### config.mk
export PLATFORM = sky130hd
export DESIGN_NAME = ordered_record_list_core
export DESIGN_NICKNAME = d
export VERILOG_FILES = /design/src/hw/rtl/ordl_pkg.sv /design/src/hw/rtl/ordered_record_list_core.sv /design/src/hw/rtl/ordl_ram.sv
export VERILOG_INCLUDE_DIRS = /design/src /design/src/hw/rtl
export SDC_FILE = /design/constraint.sdc
export NUM_CORES = 1
export LEC_CHECK = 0
export ABC_AREA = 1
export BUFFER_PORTS_ARGS = -buffer_cell sky130_fd_sc_hd__buf_2
export CAP_MARGIN = 40
export CORE_UTILIZATION = 40
export DETAILED_ROUTE_END_ITERATION = 8
export SLEW_MARGIN = 0
export SYNTH_ARGS = -nofsm -noshare
export SYNTH_HDL_FRONTEND = slang
export SYNTH_SLANG_ARGS = --single-unit
### constraint.sdc
create_clock -name clk -period 10.2 [get_ports clk]
set_input_delay 0.51 -clock clk [delete_from_list [all_inputs] [get_ports clk]]
set_output_delay 0.51 -clock clk [all_outputs]
set_load 0.02 [all_outputs]
### src/hw/rtl/assert_macros.svh
// Assertion macros used by the ordered record list core.
// Every macro checks on the rising clock edge and is off while reset is asserted.
`ifndef ASSERT_MACROS_SVH
`define ASSERT_MACROS_SVH

// The expression holds at every clock edge.
`define ASSERT_ALWAYS(label, clk, rst_n, expr) \
	label: assert property (@(posedge clk) disable iff (!rst_n) (expr)) \
		else $error("%m: assertion failed");

// The consequent holds at the same edge as the antecedent.
`define ASSERT_IMPLIES(label, clk, rst_n, ante, cons) \
	label: assert property (@(posedge clk) disable iff (!rst_n) (ante) |-> (cons)) \
		else $error("%m: assertion failed");

`endif

### src/hw/rtl/ordl_pkg.sv
package ordl_pkg;

	// Default sizes of the list.
	localparam int CAPACITY_DFLT      = 16;
	localparam int KEY_WIDTH_DFLT     = 16;
	localparam int PAYLOAD_WIDTH_DFLT = 32;

	localparam int OPCODE_WIDTH = 3;
	localparam int STATUS_WIDTH = 3;

	typedef enum logic [OPCODE_WIDTH-1:0] {
		OP_INS_HEAD = 3'd0,
		OP_INS_TAIL = 3'd1,
		OP_INS_SORT = 3'd2,
		OP_RM_HEAD  = 3'd3,
		OP_RM_TAIL  = 3'd4,
		OP_RM_KEY   = 3'd5,
		OP_RD_POS   = 3'd6,
		OP_RD_KEY   = 3'd7
	} opcode_t;

	typedef enum logic [STATUS_WIDTH-1:0] {
		STAT_OK       = 3'd0,
		STAT_EMPTY    = 3'd1,
		STAT_NOTFOUND = 3'd2,
		STAT_FULL     = 3'd3,
		STAT_BADPOS   = 3'd4
	} status_t;

endpackage

### src/hw/rtl/ordered_record_list_core.sv
// Ordered record list: a bounded list of up to CAPACITY records, each a key
// and a payload word, kept in one RAM with position 1 at address 0. Every
// input transaction carries one operation (insert at head, tail or in key
// order, remove head, tail or by key, read by position or by key) and yields
// exactly one output transaction with a status, the record read (zero unless
// a read finds one), the entry count after the operation and an empty flag.
// The block handles one operation at a time and does not accept input while
// it works. Status-only answers and tail removal go straight to the result,
// a tail insert writes once and a read by position reads once; head inserts
// and head removals from a list of more than one entry shift it, and ordered
// inserts and key operations scan it first. The single RAM read port sets
// the pace: scans and shifts move one entry per cycle through it, and the
// scan up to an insert point and the shift back from the tail to it together
// visit every entry, the one at the insert point twice. A finished result
// waits in the output register while the next input transaction is taken;
// while the output register still holds an unaccepted result, the next
// operation waits in its final step. There is no clearing pass after reset;
// the data of entries beyond the count is never used.
`include "assert_macros.svh"

module ordered_record_list_core #(
	parameter int CAPACITY      = ordl_pkg::CAPACITY_DFLT,
	parameter int KEY_WIDTH     = ordl_pkg::KEY_WIDTH_DFLT,
	parameter int PAYLOAD_WIDTH = ordl_pkg::PAYLOAD_WIDTH_DFLT,
	localparam int CW    = $clog2(CAPACITY + 1),
	localparam int IN_W  = ordl_pkg::OPCODE_WIDTH + KEY_WIDTH + PAYLOAD_WIDTH + CW,
	localparam int S_W   = ((IN_W + 7) / 8) * 8,
	localparam int OUT_W = ordl_pkg::STATUS_WIDTH + KEY_WIDTH + PAYLOAD_WIDTH + CW + 1,
	localparam int M_W   = ((OUT_W + 7) / 8) * 8
) (
	input  logic           clk,
	input  logic           arst_n,
	// Input transaction.
	input  logic           s_tvalid,
	output logic           s_tready,
	// Fields from bit 0 up: opcode, key, payload, position, zero padding.
	input  logic [S_W-1:0] s_tdata,
	// Output transaction.
	output logic           m_tvalid,
	input  logic           m_tready,
	// Fields from bit 0 up: status, key_read, payload_read, entry_total,
	// is_empty, zero padding.
	output logic [M_W-1:0] m_tdata
);

	import ordl_pkg::*;

	localparam int AW = $clog2(CAPACITY);
	localparam int RW = KEY_WIDTH + PAYLOAD_WIDTH;

	// Sequencer states, one-hot.
	typedef enum logic [6:0] {
		S_IDLE  = 7'b0000001,
		S_SCAN  = 7'b0000010,
		S_UP    = 7'b0000100,
		S_DOWN  = 7'b0001000,
		S_WRITE = 7'b0010000,
		S_READ  = 7'b0100000,
		S_DONE  = 7'b1000000
	} state_t;

	state_t                   state_q;
	opcode_t                  op_q;
	logic [KEY_WIDTH-1:0]     key_q;
	logic [PAYLOAD_WIDTH-1:0] pay_q;
	status_t                  status_q;
	logic [KEY_WIDTH-1:0]     rk_q;
	logic [PAYLOAD_WIDTH-1:0] rp_q;
	logic [CW-1:0]            count_q;
	// Walk pointer: the address presented to the RAM read port this cycle.
	logic [CW-1:0]            ptr_q;
	// Index of the entry whose data comes out of the RAM this cycle.
	logic [CW-1:0]            idx_q;
	// High when the RAM output holds the entry at idx_q.
	logic                     chk_q;
	// High while the shift walk still has reads to issue.
	logic                     iss_q;
	// Target index of an insert.
	logic [CW-1:0]            tgt_q;
	logic                     m_tvalid_q;
	logic [M_W-1:0]           m_tdata_q;

	// Unpacked input fields.
	opcode_t                  in_op;
	logic [KEY_WIDTH-1:0]     in_key;
	logic [PAYLOAD_WIDTH-1:0] in_pay;
	logic [CW-1:0]            in_pos;

	assign in_op  = opcode_t'(s_tdata[OPCODE_WIDTH-1:0]);
	assign in_key = s_tdata[OPCODE_WIDTH +: KEY_WIDTH];
	assign in_pay = s_tdata[OPCODE_WIDTH + KEY_WIDTH +: PAYLOAD_WIDTH];
	assign in_pos = s_tdata[OPCODE_WIDTH + KEY_WIDTH + PAYLOAD_WIDTH +: CW];

	// RAM ports.
	logic          ram_we;
	logic [AW-1:0] ram_waddr;
	logic [RW-1:0] ram_wdata;
	logic [RW-1:0] ram_rdata;

	ordl_ram #(
		.WIDTH(RW),
		.DEPTH(CAPACITY)
	) u_ram (
		.clk  (clk),
		.we   (ram_we),
		.waddr(ram_waddr),
		.wdata(ram_wdata),
		.raddr(ptr_q[AW-1:0]),
		.rdata(ram_rdata)
	);

	logic [KEY_WIDTH-1:0]     rd_key;
	logic [PAYLOAD_WIDTH-1:0] rd_pay;
	logic                     full;
	logic                     last_idx;
	logic                     hit;

	assign rd_key   = ram_rdata[RW-1:PAYLOAD_WIDTH];
	assign rd_pay   = ram_rdata[PAYLOAD_WIDTH-1:0];
	assign full     = (count_q == CW'(CAPACITY));
	assign last_idx = (idx_q == count_q - CW'(1));
	// The ordered insert stops at the first key that is not smaller; the
	// key searches stop at the first equal key.
	assign hit      = (op_q == OP_INS_SORT) ? (rd_key >= key_q) : (rd_key == key_q);

	// Write port: shifts move the entry just read one place up or down,
	// and the final write of an insert stores the new record.
	always_comb begin
		ram_we    = 1'b0;
		ram_waddr = tgt_q[AW-1:0];
		ram_wdata = {key_q, pay_q};
		case (state_q)
			S_UP: begin
				ram_we    = chk_q;
				ram_waddr = idx_q[AW-1:0] + AW'(1);
				ram_wdata = ram_rdata;
			end
			S_DOWN: begin
				ram_we    = chk_q;
				ram_waddr = idx_q[AW-1:0] - AW'(1);
				ram_wdata = ram_rdata;
			end
			S_WRITE: begin
				ram_we = 1'b1;
			end
			default: begin
				ram_we = 1'b0;
			end
		endcase
	end

	assign s_tready = (state_q == S_IDLE);
	assign m_tvalid = m_tvalid_q;
	assign m_tdata  = m_tdata_q;

	always_ff @(posedge clk or negedge arst_n) begin
		if (!arst_n) begin
			state_q    <= S_IDLE;
			op_q       <= OP_INS_HEAD;
			key_q      <= '0;
			pay_q      <= '0;
			status_q   <= STAT_OK;
			rk_q       <= '0;
			rp_q       <= '0;
			count_q    <= '0;
			ptr_q      <= '0;
			idx_q      <= '0;
			chk_q      <= 1'b0;
			iss_q      <= 1'b0;
			tgt_q      <= '0;
			m_tvalid_q <= 1'b0;
			m_tdata_q  <= '0;
		end else begin
			if (m_tvalid_q && m_tready) begin
				m_tvalid_q <= 1'b0;
			end
			case (state_q)
				S_IDLE: begin
					chk_q <= 1'b0;
					iss_q <= 1'b0;
					if (s_tvalid) begin
						op_q     <= in_op;
						key_q    <= in_key;
						pay_q    <= in_pay;
						status_q <= STAT_OK;
						rk_q     <= '0;
						rp_q     <= '0;
						ptr_q    <= '0;
						case (in_op)
							OP_INS_HEAD, OP_INS_TAIL, OP_INS_SORT: begin
								if (full) begin
									status_q <= STAT_FULL;
									state_q  <= S_DONE;
								end else if (in_op == OP_INS_TAIL || count_q == '0) begin
									tgt_q   <= (in_op == OP_INS_TAIL) ? count_q : '0;
									state_q <= S_WRITE;
								end else if (in_op == OP_INS_HEAD) begin
									// Shift every entry up by one, from the tail down.
									tgt_q   <= '0;
									ptr_q   <= count_q - CW'(1);
									iss_q   <= 1'b1;
									state_q <= S_UP;
								end else begin
									state_q <= S_SCAN;
								end
							end
							OP_RM_HEAD: begin
								if (count_q == '0) begin
									status_q <= STAT_EMPTY;
									state_q  <= S_DONE;
								end else if (count_q == CW'(1)) begin
									count_q <= '0;
									state_q <= S_DONE;
								end else begin
									ptr_q   <= CW'(1);
									iss_q   <= 1'b1;
									state_q <= S_DOWN;
								end
							end
							OP_RM_TAIL: begin
								if (count_q == '0) begin
									status_q <= STAT_EMPTY;
								end else begin
									count_q <= count_q - CW'(1);
								end
								state_q <= S_DONE;
							end
							OP_RM_KEY, OP_RD_KEY: begin
								if (count_q == '0) begin
									status_q <= STAT_EMPTY;
									state_q  <= S_DONE;
								end else begin
									state_q <= S_SCAN;
								end
							end
							OP_RD_POS: begin
								if (in_pos == '0) begin
									status_q <= STAT_BADPOS;
									state_q  <= S_DONE;
								end else if (count_q == '0) begin
									status_q <= STAT_EMPTY;
									state_q  <= S_DONE;
								end else if (in_pos > count_q) begin
									status_q <= STAT_BADPOS;
									state_q  <= S_DONE;
								end else begin
									ptr_q   <= in_pos - CW'(1);
									state_q <= S_READ;
								end
							end
							default: begin
								state_q <= S_DONE;
							end
						endcase
					end
				end

				S_SCAN: begin
					// Read one entry per cycle and compare the one that arrives.
					ptr_q <= ptr_q + CW'(1);
					idx_q <= ptr_q;
					chk_q <= (ptr_q < count_q);
					if (chk_q && (hit || last_idx)) begin
						chk_q <= 1'b0;
						case (op_q)
							OP_INS_SORT: begin
								if (!hit) begin
									tgt_q   <= count_q;
									state_q <= S_WRITE;
								end else begin
									tgt_q   <= idx_q;
									ptr_q   <= count_q - CW'(1);
									iss_q   <= 1'b1;
									state_q <= S_UP;
								end
							end
							OP_RM_KEY: begin
								if (!hit) begin
									status_q <= STAT_NOTFOUND;
									state_q  <= S_DONE;
								end else if (last_idx) begin
									count_q <= count_q - CW'(1);
									state_q <= S_DONE;
								end else begin
									ptr_q   <= idx_q + CW'(1);
									iss_q   <= 1'b1;
									state_q <= S_DOWN;
								end
							end
							default: begin
								if (!hit) begin
									status_q <= STAT_NOTFOUND;
								end else begin
									rk_q <= rd_key;
									rp_q <= rd_pay;
								end
								state_q <= S_DONE;
							end
						endcase
					end
				end

				S_UP: begin
					// Walk down from the tail to the target, moving each entry up.
					chk_q <= iss_q;
					idx_q <= ptr_q;
					if (iss_q) begin
						ptr_q <= ptr_q - CW'(1);
						iss_q <= (ptr_q != tgt_q);
					end
					if (chk_q && idx_q == tgt_q) begin
						chk_q   <= 1'b0;
						iss_q   <= 1'b0;
						state_q <= S_WRITE;
					end
				end

				S_DOWN: begin
					// Walk up from just past the removed entry, moving each one down.
					chk_q <= iss_q;
					idx_q <= ptr_q;
					if (iss_q) begin
						ptr_q <= ptr_q + CW'(1);
						iss_q <= (ptr_q != count_q - CW'(1));
					end
					if (chk_q && last_idx) begin
						chk_q   <= 1'b0;
						iss_q   <= 1'b0;
						count_q <= count_q - CW'(1);
						state_q <= S_DONE;
					end
				end

				S_WRITE: begin
					count_q <= count_q + CW'(1);
					state_q <= S_DONE;
				end

				S_READ: begin
					// Present the address, then take the data once the RAM output holds it.
					chk_q <= 1'b1;
					if (chk_q) begin
						chk_q   <= 1'b0;
						rk_q    <= rd_key;
						rp_q    <= rd_pay;
						state_q <= S_DONE;
					end
				end

				S_DONE: begin
					if (!m_tvalid_q || m_tready) begin
						m_tvalid_q <= 1'b1;
						m_tdata_q  <= M_W'({(count_q == '0), count_q, rp_q, rk_q, status_q});
						state_q    <= S_IDLE;
					end
				end

				default: begin
					state_q <= S_IDLE;
				end
			endcase
		end
	end

	// The entry count never passes the capacity.
	`ASSERT_ALWAYS(a_count_bound, clk, arst_n, count_q <= CW'(CAPACITY))

	// The RAM is written only by the shift walks and the final insert write.
	`ASSERT_IMPLIES(a_write_state, clk, arst_n, ram_we,
		state_q == S_UP || state_q == S_DOWN || state_q == S_WRITE)

	// A downward shift never writes below address zero.
	`ASSERT_IMPLIES(a_down_idx, clk, arst_n, state_q == S_DOWN && chk_q, idx_q != '0)

	// A result appears only after the sequencer finished an operation.
	`ASSERT_IMPLIES(a_result_src, clk, arst_n, $rose(m_tvalid_q), $past(state_q == S_DONE))

	// An insert that reaches the write step always has room.
	`ASSERT_IMPLIES(a_insert_room, clk, arst_n, state_q == S_WRITE, !full)

endmodule

### src/hw/rtl/ordl_ram.sv
module ordl_ram #(
	parameter int WIDTH = ordl_pkg::KEY_WIDTH_DFLT + ordl_pkg::PAYLOAD_WIDTH_DFLT,
	parameter int DEPTH = ordl_pkg::CAPACITY_DFLT,
	localparam int AW = (DEPTH > 1) ? $clog2(DEPTH) : 1
) (
	input  logic             clk,
	input  logic             we,
	input  logic [AW-1:0]    waddr,
	input  logic [WIDTH-1:0] wdata,
	input  logic [AW-1:0]    raddr,
	output logic [WIDTH-1:0] rdata
);

	logic [WIDTH-1:0] mem_q [DEPTH];
	logic [WIDTH-1:0] rdata_q;

	always_ff @(posedge clk) begin
		if (we) begin
			mem_q[waddr] <= wdata;
		end
		rdata_q <= mem_q[raddr];
	end

	assign rdata = rdata_q;

endmodule
==> metrics.csv, run 1 <==
stage;metric;value;unit
outcome;run_status;completed;
floorplan;fp.coreArea;0.0987;sq mm
timing;slew_viol_final;0;
synth;yosysTopAreaCell;edfxtp_1;
cells_and_area;finish.instance_area;0.0457;sq mm
synth;synth_enable_flop_cells;768;
pwr;combPwrFrac;32.1;%
flow_run;maxCapViolations;0;
cells_and_area;final_nets;3516;
synth;yosysSeqAreaShare;72.0;%
grt;antenna_found_initial;1;
timing;finalClockSkew;0.0419;ns
worst_setup_path;required;10.50;ns
cts;post_cts_buffers;0;
place;io_buffer_count;118;
routing;via_count;26000;
grt;grt_use_met3;3.21;%
synth;async_reset_ff_share;18.8;%
synth;yosys_warnings;0;
worst_setup_path;cp_max_fo;43;
hold_path;hold_class;primary input to register;
timing;period_needed;4.49;ns
synth;yosysMostFrequentCell;edfxtp_1;
worst_setup_path;cp-start-kind;register;
grt;grt_pass1_wl;157000;um
place;placed_cells_incl_taps;4596;
cells_and_area;final-instance-count-excl-fill;4793;
timing;post-route-period-util;44.0;%
synth;synth_area;0.0400;sq mm
floorplan;ioPinCount;126;
routing;ant_nets;0;
cells_and_area;drive_above_1_share;12.8;%
grt;grt_usage;20.1;%
synth;synth.area.top_cells;edfxtp_1 58%, dfrtp_1 12%, nand2_1 5.0%;
pwr;clockPowerShare;27.2;%
cells_and_area;fin_util;46.3;%
cts;clkTransAtPathRegs;0.06;ns
place;postPlaceCellArea;0.0423;sq mm
pwr;peakVddDrop;185;uV
grt;grt_pass1_vias;25500;
pwr;p_leak;16.8;nW
worst_setup_path;path_class;register to register;
cts;cts_tree;done;
pwr;cellPowerDensity;300;mW/mm^2
grt;met1_usage;27.3;%
synth;synth_top_area_share;57.7;%
cts;insertion_delay;0.69;ns
floorplan;start_util;40.5;%
grt;grt_remaining_overflow;0;
routing;wirelength;102000;um
synth;syn_avg_cell_area;12.1;sq um
routing;firstDrtPassIters;7;
worst_setup_path;cp-end-kind;register;
synth;synth-main-ff-cell;edfxtp_1;
pwr;power.internal;8.61;mW
grt;grt_start_max_net_pins;137;
timing;max_freq;223;MHz
grt;grtUsageMet2;32.6;%
floorplan;dieHeight;318;um
timing;finalSetupViolations;0;
timing;worst_pin_slew;0.862;ns
place;dp.final_hpwl;57700;um
routing;routedWlPerCell;21.3;um
synth;netlist_instances;3310;
routing;viasPerCell;5.42;
synth;yosys-top-cells-count;768 x edfxtp_1, 535 x nand2_1, 374 x o21ai_0, 356 x nor2_1, 244 x nor3_1;
floorplan;fp.dieArea;0.101;sq mm
cts;clock_sinks;1005;
cts;clockRootBuffer;clkbuf_16;
floorplan;std_cell_rows;115;
timing;relSlewSlack;42.5;%
floorplan;die_w;318;um
cts;htree_levels;3;
pwr;seqPwrFrac;40.7;%
synth;synth.distinct_cells;53;
timing;grt_setup_unrepaired;false;
routing;drc;0;
synth;synth-seq-cells;1005;
routing;drt_iter0_markers;2289;
cts;clk_path_buf_depth;3;
timing;fin_tns_setup;0;ns
pwr;switching_share;37.2;%
cells_and_area;syn_to_final_growth;14.5;%
place;place_congestion;0.888;
worst_setup_path;cp.arrival;4.78;ns
cts;cts_made_buffers;100;
pwr;switchingPower;5.11;mW
timing;hold_viol;0;
grt;grt-busiest-layer;met2;
==> worst paths after layout <==
check                                                 to  slack, ns                   start  cells after the start
min                                pay_q[28]$_DFFE_PN0P_       0.03             s_tdata[47]                      3
min in group asynchronous           tgt_q[3]$_DFFE_PN0P_       0.39                  arst_n                      2
min reg2reg                          rp_q[4]$_DFFE_PN0P_       0.46  u_ram.rdata[4]$_DFF_P_                      2
max in group asynchronous           key_q[9]$_DFFE_PN0P_       8.73                  arst_n                      3
max                        u_ram.mem_q[13][46]$_DFFE_PP_       5.71  state_q[5]$_DFFE_PN0P_                     10
max reg2reg                u_ram.mem_q[13][46]$_DFFE_PP_       5.71  state_q[5]$_DFFE_PN0P_                     10
==> worst max-delay path, cell delays in order, from the launching register on <==
cell,delay (ns)
dfrtp_1,0.39
nor2_1,0.12
nand2_1,0.07
inv_2,0.09
nand4_1,0.34
nand2_4,0.50
inv_2,0.30
o21ai_0,0.47
nand3_1,0.44
nor2_4,0.74
buf_4,0.60
==> repair_timing <==
| item | CTS | global route |
|---|---|---|
| gates resized for setup | 0 | 0 |
| hold buffers | 9 | 0 |
| endpoints found under the hold margin | 80 | 0 |
==> layout make-up <==
cell class / count / area (sq um)
clock buffers: 136 / 2770
fillers: 8834 / 53000
repair buffers: 196 / 1430
inverters: 111 / 428
well taps: 1287 / 1610
diodes: 1 / 2.50
multi-input cells: 2006 / 10100
clock inverters: 51 / 591
flip-flops and latches: 1005 / 28800
==> cells by family after synthesis <==
| family | synth area share (%) |
|---|---|
| AO/OA/AOI/OAI | 7.02 |
| AND/OR/NAND/NOR | 15.0 |
| flip-flops | 72.0 |
| other | 0.00939 |
| XOR/XNOR | 0.329 |
| adder cells (fa/ha/maj) | 1.15 |
| buffers and inverters | 3.09 |
| multiplexers | 1.44 |
==> layout by cell type (no fill, tap or decap), types with 9 or more instances in the layout <==
master         instances
a21oi_1               28
buf_2                117
buf_4                 56
bufinv_16              9
clkbuf_1              24
clkbuf_16            101
clkbuf_8              11
clkinv_1              12
clkinv_2              21
dfrtp_1              185
dfxtp_1               48
dlygate4sd3_1          9
edfxtp_1             768
ha_1                  35
inv_1                 96
inv_2                 12
mux2_2                51
nand2_1              531
nand3_1               44
nand4_1               14
nor2_1               339
nor2_4                19
nor3_1               244
nor4_1               146
o21ai_0              370
o21ai_1               53
o22ai_1               65
xor2_1                12
==> metrics by stage <==
step / power [mW] / worst slack (ns) / hold slack [ns]
after floorplan: 8.40 / 5.70 / 0.214
after global placement: 9.95 / 5.58 / 0.451
after detailed placement: 10.1 / 5.70 / 0.456
after CTS: 13.8 / 5.68 / 0.000700
after global routing: 14.5 / 5.43 / 0.0294
final: 13.7 / 5.71 / 0.0314
==> power by group through the flow <==
stage          sequential (mW)  clock, mW  combinational (mW)
2_1_floorplan             5.62          0                2.78
3_3_place_gp              5.66          0                4.29
3_5_place_dp              5.66          0                4.41
4_1_cts                   5.58       3.79                4.43
5_1_grt                   5.63       3.94                4.89
6_report                  5.58       3.73                4.40
==> routing by layer <==
metal | part of all wire (%) | routed length [um]
met5 | 0 | 0
met4 | 2.7 | 2760
met3 | 6.7 | 6870
met2 | 47 | 48100
met1 | 43 | 44200
==> registers in the layout (all words and copies together), names as in the netlist, 7 cells and up <==
name         flops
pay_q           32
rk_q            16
state_q          7
m_tdata         57
rp_q            32
key_q           16
u_ram.rdata     48
u_ram.mem_q    768
No activity file was read; power rests on OpenSTA's default activity.
==> inputs of run 2 (changes only) <==
- ABC_AREA: 1 -> 0
- clock period: 10.2 -> 4.2 ns (I/O delays scaled with it)
==> run 2 against run 1 <==
- clock power increased by 150%
- largest power group unchanged
- register-to-register slack got worse by 5.5 ns
- power increased by 130%
- final cell count decreased by 19%
- largest cell class unchanged
- critical path depth increased by 2
- global-route usage decreased by 1.2 points
- combinational power increased by 99%
- area after synthesis increased by 0.65%
- sequential share of layout area decreased by 1.7 points
- sequential cell count unchanged
- highest routed layer unchanged
==> metrics.csv, run 2 <==
stage;metric;value;unit;change
outcome;run_status;completed;;unchanged
cts;insertion_delay;0.67;ns;was 0.69 ns
worst_setup_path;max_stage_delay;0.55;ns;was 0.74 ns
timing;slew_viol_final;0;;unchanged
worst_setup_path;path_class;register to register;;unchanged
floorplan;die_w;319;um;was 318 um
pwr;p_leak;16.4;nW;was 16.8 nW
worst_setup_path;cp.arrival;4.32;ns;was 4.78 ns
worst_setup_path;cp-start-kind;register;;unchanged
synth;yosys_warnings;0;;unchanged
timing;worst_pin_slew;0.852;ns;was 0.862 ns
floorplan;dieHeight;319;um;was 318 um
pwr;cellPowerDensity;681;mW/mm^2;was 300 mW/mm^2
cells_and_area;largest_reg_flops;768;;unchanged
cells_and_area;top_register;u_ram.mem_q;;unchanged
grt;grt_pass1_wl;144000;um;was 157,000 um
place;io_buffer_count;118;;unchanged
timing;finalSetupViolations;0;;unchanged
worst_setup_path;crit_family;simple AND/OR/NAND/NOR gates;;unchanged
timing;relSlewSlack;43.2;%;was 42.5%
cells_and_area;antennaDiodeCount;0;;was 1
worst_setup_path;worst-path-buf-inv;2;;was 3
cts;clkTransAtPathRegs;0.07;ns;was 0.06 ns
place;pre_cts_ws;0.206;ns;was 5.70 ns
routing;routedWlPerCell;24.2;um;was 21.3 um
cells_and_area;final_nets;2625;;was 3,516
cts;clk_path_buf_depth;3;;unchanged
routing;via_count;21200;;was 26.0k
floorplan;std_cell_rows;115;;unchanged
routing;viasPerCell;5.43;;was 5.42
grt;antenna_found_initial;0;;was 1
cts;clockRootBuffer;clkbuf_16;;unchanged
timing;post-route-period-util;95.3;%;was 44.0%
worst_setup_path;cp_max_fo;48;;was 43
cts;cts_tree;done;;unchanged
timing;finalClockSkew;0.0290;ns;was 0.0419 ns
worst_setup_path;cp_slowest_cell;or4_1;;was nor2_4
synth;yosysTopAreaCell;edfxtp_1;;unchanged
cells_and_area;drive_above_1_share;25.8;%;was 12.8%
routing;ant_nets;0;;unchanged
cts;htree_levels;3;;unchanged
hold_path;hold_class;primary input to asynchronous set/reset pin;;was primary input to register
cells_and_area;regArea;0.0288;sq mm;about the same
synth;synth_area;0.0402;sq mm;was 0.0400 sq mm
cells_and_area;most-common-layout-cells;768 x edfxtp_1, 283 x nand2_1, 240 x mux4_2;;was 768 x edfxtp_1, 531 x nand2_1, 370 x o21ai_0
synth;synth.area.top_cells;edfxtp_1 57%, mux4_2 13%, dfrtp_1 12%;;was edfxtp_1 58%, dfrtp_1 12%, nand2_1 5.0%
floorplan;ioPinCount;126;;unchanged
synth;synth.distinct_cells;76;;was 53
worst_setup_path;path_cells;or4_1 > or3_1 > inv_2 > ha_1 > a21o_1 > a21oi_1 > xnor2_1 > mux2i_1 > mux2i_1 > nand2_1 > nor2_4 > buf_12;;was nor2_1 > nand2_1 > inv_2 > nand4_1 > nand2_4 > inv_2 > o21ai_0 > nand3_1 > nor2_4 > buf_4
routing;firstDrtPassIters;8;;was 7
timing;worst_slack;0.198;ns;was 5.71 ns
routing;drt_iter0_markers;1754;;was 2,289
pwr;peakVddDrop;439;uV;was 185 uV
synth;synth_top_area_share;57.4;%;was 57.7%
floorplan;start_util;40.6;%;was 40.5%
cts;clock_sinks;1005;;unchanged
synth;synth-seq-cells;1005;;unchanged
synth;synth_enable_flop_cells;768;;unchanged
synth;synth-main-ff-cell;edfxtp_1;;unchanged
timing;hold_viol;0;;unchanged
grt;grt_remaining_overflow;0;;unchanged
cells_and_area;multiInputGateArea;0.0107;sq mm;was 0.0101 sq mm
worst_setup_path;critPathMostFrequentCell;mux2i_1;;was inv_2
place;place_congestion;0.863;;was 0.888
timing;max_freq;250;MHz;was 223 MHz
floorplan;fp.coreArea;0.0990;sq mm;was 0.0987 sq mm
grt;grt_pass1_vias;22100;;was 25.5k
cells_and_area;fin_util;47.5;%;was 46.3%
worst_setup_path;cp-end-kind;register;;unchanged
synth;syn_avg_cell_area;17.5;sq um;was 12.1 sq um
cells_and_area;final-instance-count-excl-fill;3906;;was 4,793
routing;wirelength;94500;um;was 102,000 um
grt;grt_usage;18.9;%;was 20.1%
routing;drc;0;;unchanged
worst_setup_path;required;4.52;ns;was 10.50 ns
place;dp.final_hpwl;58500;um;was 57,700 um
synth;async_reset_ff_share;18.8;%;unchanged
cells_and_area;n_fill_cell;8253;;was 8,834
synth;netlist_instances;2297;;was 3,310
flow_run;maxCapViolations;0;;unchanged
synth;yosysSeqAreaShare;71.5;%;was 72.0%
floorplan;fp.dieArea;0.102;sq mm;was 0.101 sq mm
cells_and_area;syn_to_final_growth;17.0;%;was 14.5%
timing;period_needed;4.00;ns;was 4.49 ns
synth;yosysMostFrequentCell;edfxtp_1;;unchanged
timing;grt_setup_unrepaired;false;;unchanged
place;placed_cells_incl_taps;3657;;was 4,596
timing;fin_tns_setup;0;ns;unchanged
synth;yosys-top-cells-count;768 x edfxtp_1, 285 x nand2_1, 240 x mux4_2, 188 x dfrtp_1, 121 x o21ai_0;;was 768 x edfxtp_1, 535 x nand2_1, 374 x o21ai_0, 356 x nor2_1, 244 x nor3_1
grt;grt_start_max_net_pins;80;;was 137
cts;cts_made_buffers;103;;was 100
cells_and_area;final_common_cell;edfxtp_1;;unchanged
## run 2: cell types whose count changed after synthesis, moves of 49 or more
cell and delta:
clkbuf_1 -69, mux2i_1 +52, mux4_2 +240, nand2_1 -250
nor2_1 -308, nor3_1 -225, nor4_1 -142, o21ai_0 -253
o21ai_1 -49, o22ai_1 -55
## run 2: cell type report
class	instances	share of cell area, %
Clock inverter	53	1.34
Clock buffer	142	6.05
Multi-Input combinational cell	1082	22.8
Inverter	85	0.678
Tap cell	1287	3.42
Sequential cell	1005	61.1
Timing Repair Buffer	252	4.56
## run 2: where the power goes
group | total, mW | switching, mW | leakage (nW) | internal (mW)
registers | 14.1 | 0.982 | 9.82 | 13.1
logic | 8.74 | 5.29 | 4.93 | 3.45
clock network | 9.25 | 3.85 | 1.68 | 5.40
total | 32.0 | 10.1 | 16.4 | 21.9
## run 2: cell families after synthesis
kind of cell / count (synthesis) / share of synthesized area, %
DFF: 1005 / 71.5
and+or+nand+nor: 431 / 4.75
muxes: 339 / 16.1
AOI/OAI and AO/OA: 238 / 3.60
buffers and inverters: 216 / 2.23
adders and majority gates: 36 / 1.14
xor gates and xnor gates: 31 / 0.709
other: 1 / 0.00933
## run 2: through the flow
stage | power (mW) | area [sq um] | hold slack, ns
global placement | 22.8 | 42900 | 0.212
CTS | 32.4 | 47000 | 0.00753
floorplan | 19.8 | 40300 | -0.0856
finish | 32.0 | 47000 | 0.0723
global route | 33.6 | 47000 | 0.0505
detailed placement | 23.1 | 43000 | 0.219
## run 2: metal layers
layer	up-vias	part of all wire, %	track usage [%]
met1	11200	44	26.2
met5	-	0	0
li1	9374	-	-
met4	0	1.7	4.47
met2	575	49	31.2
met3	118	5.0	2.90
## run 2: timing repair
item                                   in CTS  in global routing
resized for setup                           0                  0
hold buffers                               54                  0
setup buffers                               0                  0
endpoints found under the hold margin     122                  0
## run 2: final timing paths
path                            slack, ns  depth (start not counted)              startpoint                             to
min in group clk                     0.07                          3              s_tdata[2]            op_q[2]$_DFFE_PN0P_
worst min-delay path                 0.07                          2                  arst_n         m_tdata[5]$_DFFE_PN0P_
worst min register to register       0.46                          2  u_ram.rdata[0]$_DFF_P_            rp_q[0]$_DFFE_PN0P_
worst max register to register       0.20                         12  state_q[5]$_DFFE_PN0P_  u_ram.mem_q[15][25]$_DFFE_PP_
worst max-delay path                 0.20                         12  state_q[5]$_DFFE_PN0P_  u_ram.mem_q[15][25]$_DFFE_PP_
max in group asynchronous            3.06                          3                  arst_n          pay_q[17]$_DFFE_PN0P_
==> inputs of run 3 (changes only) <==
- clock period: 4.2 -> 4.3 ns (I/O delays scaled with it)
==> run 3 against run 2 <==
- critical path depth unchanged
- die area unchanged
- power down 2.4%
- wire length down 0.28%
- core utilization about the same
- via count up 0.56%
==> metrics.csv, run 3 (synthesis gave the netlist of run 2 again) <==
stage;metric;value;unit;change
floorplan;fp.dieArea;0.102;sq mm;unchanged
cells_and_area;drive_above_1_share;25.7;%;was 25.8%
timing;post-route-period-util;95.2;%;was 95.3%
cells_and_area;top_register;u_ram.mem_q;;unchanged
routing;drc;0;;unchanged
place;postPlaceCellArea;0.0431;sq mm;was 0.0430 sq mm
timing;worst_pin_slew;0.927;ns;was 0.852 ns
floorplan;fp.coreArea;0.0990;sq mm;unchanged
place;placed_cells_incl_taps;3657;;unchanged
cells_and_area;n_fill_cell;8271;;was 8,253
place;dp.final_hpwl;57900;um;was 58,500 um
cells_and_area;most-common-layout-cells;768 x edfxtp_1, 283 x nand2_1, 240 x mux4_2;;unchanged
pwr;power.total;31.3;mW;was 32.0 mW
routing;wirelength;94200;um;was 94,500 um
pwr;combPwrFrac;27.7;%;was 27.3%
worst_setup_path;required;4.63;ns;was 4.52 ns
worst_setup_path;cp_max_fo;38;;was 48
flow_run;maxCapViolations;0;;unchanged
floorplan;die_w;319;um;unchanged
floorplan;dieHeight;319;um;unchanged
pwr;switching_share;31.4;%;was 31.6%
routing;via_count;21300;;was 21.2k
cts;post_cts_buffers;0;;unchanged
worst_setup_path;crit-reg2reg-launch;state_q[5]$_DFFE_PN0P_;;unchanged
timing;grt_setup_unrepaired;true;;was false
cts;clk_path_buf_depth;3;;unchanged
worst_setup_path;reg2regPathDepth;12;;unchanged
grt;grt_usage;18.9;%;about the same
grt;grt_pass1_vias;22500;;was 22.1k
cells_and_area;finish.instance_area;0.0471;sq mm;was 0.0470 sq mm
routing;drt_iter0_markers;1605;;was 1,754
outcome;run_status;completed;;unchanged
cells_and_area;final_common_cell;edfxtp_1;;unchanged
cts;cts_made_buffers;104;;was 103
place;pre_cts_ws;0.198;ns;was 0.206 ns
pwr;p_leak;16.4;nW;about the same
worst_setup_path;worstReg2RegEnd;u_ram.mem_q[10][39]$_DFFE_PP_;;was u_ram.mem_q[15][25]$_DFFE_PP_
cts;clkTransAtPathRegs;0.06;ns;was 0.07 ns
cts;cts_tree;done;;unchanged
timing;slew_viol_final;0;;unchanged
place;io_buffer_count;118;;unchanged
floorplan;ioPinCount;126;;unchanged
cells_and_area;final_nets;2628;;was 2,625
cells_and_area;syn_to_final_growth;17.1;%;was 17.0%
floorplan;start_util;40.6;%;unchanged
cells_and_area;antennaDiodeCount;0;;unchanged
timing;worst_slack;0.206;ns;was 0.198 ns
cells_and_area;regArea;0.0288;sq mm;unchanged
grt;grt_remaining_overflow;0;;unchanged
place;place_congestion;0.890;;was 0.863
timing;max_freq;244;MHz;was 250 MHz
worst_setup_path;cp-start-kind;register;;unchanged
cells_and_area;final-instance-count-excl-fill;3906;;unchanged
routing;routedWlPerCell;24.1;um;was 24.2 um
timing;hold_ws;0.157;ns;was 0.0723 ns
cts;clock_sinks;1005;;unchanged
cells_and_area;largest_reg_flops;768;;unchanged
hold_path;hold_class;primary input to asynchronous set/reset pin;;unchanged
pwr;power.internal;21.4;mW;was 21.9 mW
worst_setup_path;path_class;register to register;;unchanged
floorplan;std_cell_rows;115;;unchanged
grt;grt_start_max_net_pins;100;;was 80
routing;ant_nets;0;;unchanged
cts;insertion_delay;0.68;ns;was 0.67 ns
pwr;seqPwrFrac;43.6;%;was 43.9%
worst_setup_path;rrSetupSlack;0.21;ns;was 0.20 ns
pwr;peakVddDrop;469;uV;was 439 uV
cts;ctsResizeCount;0;;unchanged
routing;viasPerCell;5.46;;was 5.43
pwr;cellPowerDensity;664;mW/mm^2;was 681 mW/mm^2
cts;clockRootBuffer;clkbuf_16;;unchanged
timing;period_needed;4.09;ns;was 4.00 ns
routing;firstDrtPassIters;6;;was 8
timing;hold_viol;0;;unchanged
grt;antenna_found_initial;1;;was 0
cts;htree_levels;3;;unchanged
cells_and_area;multiInputGateArea;0.0107;sq mm;unchanged
worst_setup_path;cp-end-kind;register;;unchanged
grt;grt_pass1_wl;144000;um;about the same
worst_setup_path;cp.arrival;4.43;ns;was 4.32 ns
timing;finalSetupViolations;0;;unchanged
timing;relSlewSlack;38.2;%;was 43.2%
worst_setup_path;startpoint;state_q[5]$_DFFE_PN0P_;;unchanged
pwr;clockPowerShare;28.7;%;was 28.9%
pwr;switchingPower;9.82;mW;was 10.1 mW
timing;finalClockSkew;0.0284;ns;was 0.0290 ns
run 3: cell types whose count changed in the layout (fill, tap and decap cells not counted), sizes merged:
cell / change
clkbuf: +5
inv: -5
bufinv: -2
dlygate4sd3: +2
run 3: worst max path at each step:
stage / to / slack (ns)
after CTS: u_ram.mem_q[8][23]$_DFFE_PP_ / 0.20
after global routing: u_ram.mem_q[10][39]$_DFFE_PP_ / -0.006
final: u_ram.mem_q[10][39]$_DFFE_PP_ / 0.21
after global placement: u_ram.mem_q[8][13]$_DFFE_PP_ / 0.27
after detailed placement: u_ram.mem_q[8][13]$_DFFE_PP_ / 0.20
after floorplan: u_ram.mem_q[11][0]$_DFFE_PP_ / -0.16
run 3: final cells by class:
| type | count | area share, % |
|---|---|---|
| clock buffers | 147 | 6.24 |
| multi-input cells | 1082 | 22.8 |
| well taps | 1287 | 3.42 |
| inverters | 85 | 0.678 |
| flip-flops and latches | 1005 | 61.1 |
| clock inverters | 46 | 1.11 |
| repair buffers | 254 | 4.65 |
run 3: repair_timing:
action / CTS / global route
endpoints found under the setup margin: 0 / 66
hold buffers: 56 / 0
endpoints found under the hold margin: 153 / 0
run 3: power groups by stage:
| stage | Sequential, mW | Clock (mW) | Combinational (mW) |
|---|---|---|---|
| floorplan | 13.6 | 0 | 5.77 |
| global placement | 13.9 | 0 | 8.25 |
| detailed placement | 13.8 | 0 | 8.71 |
| CTS | 13.6 | 9.17 | 8.78 |
| global route | 13.8 | 9.55 | 9.39 |
| finish | 13.6 | 8.97 | 8.66 |
run 3: worst max-delay path: stages (launching register included):
cell     delay [ns]
dfrtp_1        0.43
or4_1          0.65
or3_1          0.43
inv_2          0.21
ha_1           0.28
a21o_1         0.15
a21oi_1        0.20
xnor2_1        0.20
mux2i_1        0.14
mux2i_1        0.24
nand2_1        0.28
nor2_4         0.25
buf_12         0.30
run 3: per-layer routing:
layer | vias up | GRT usage (%) | part of all wire [%]
li1 | 9390 | - | -
met5 | - | 0 | 0
met3 | 124 | 2.55 | 4.7
met2 | 595 | 31.4 | 49
met1 | 11200 | 26.2 | 44
met4 | 0 | 5.03 | 1.9
run 3: stage by stage:
step	utilization, %	setup TNS [ns]
2_1_floorplan	-	-88.99
3_3_place_gp	43.4	0
3_5_place_dp	43.5	0
4_1_cts	47.6	0
5_1_grt	47.6	-0.00918
6_report	47.6	0
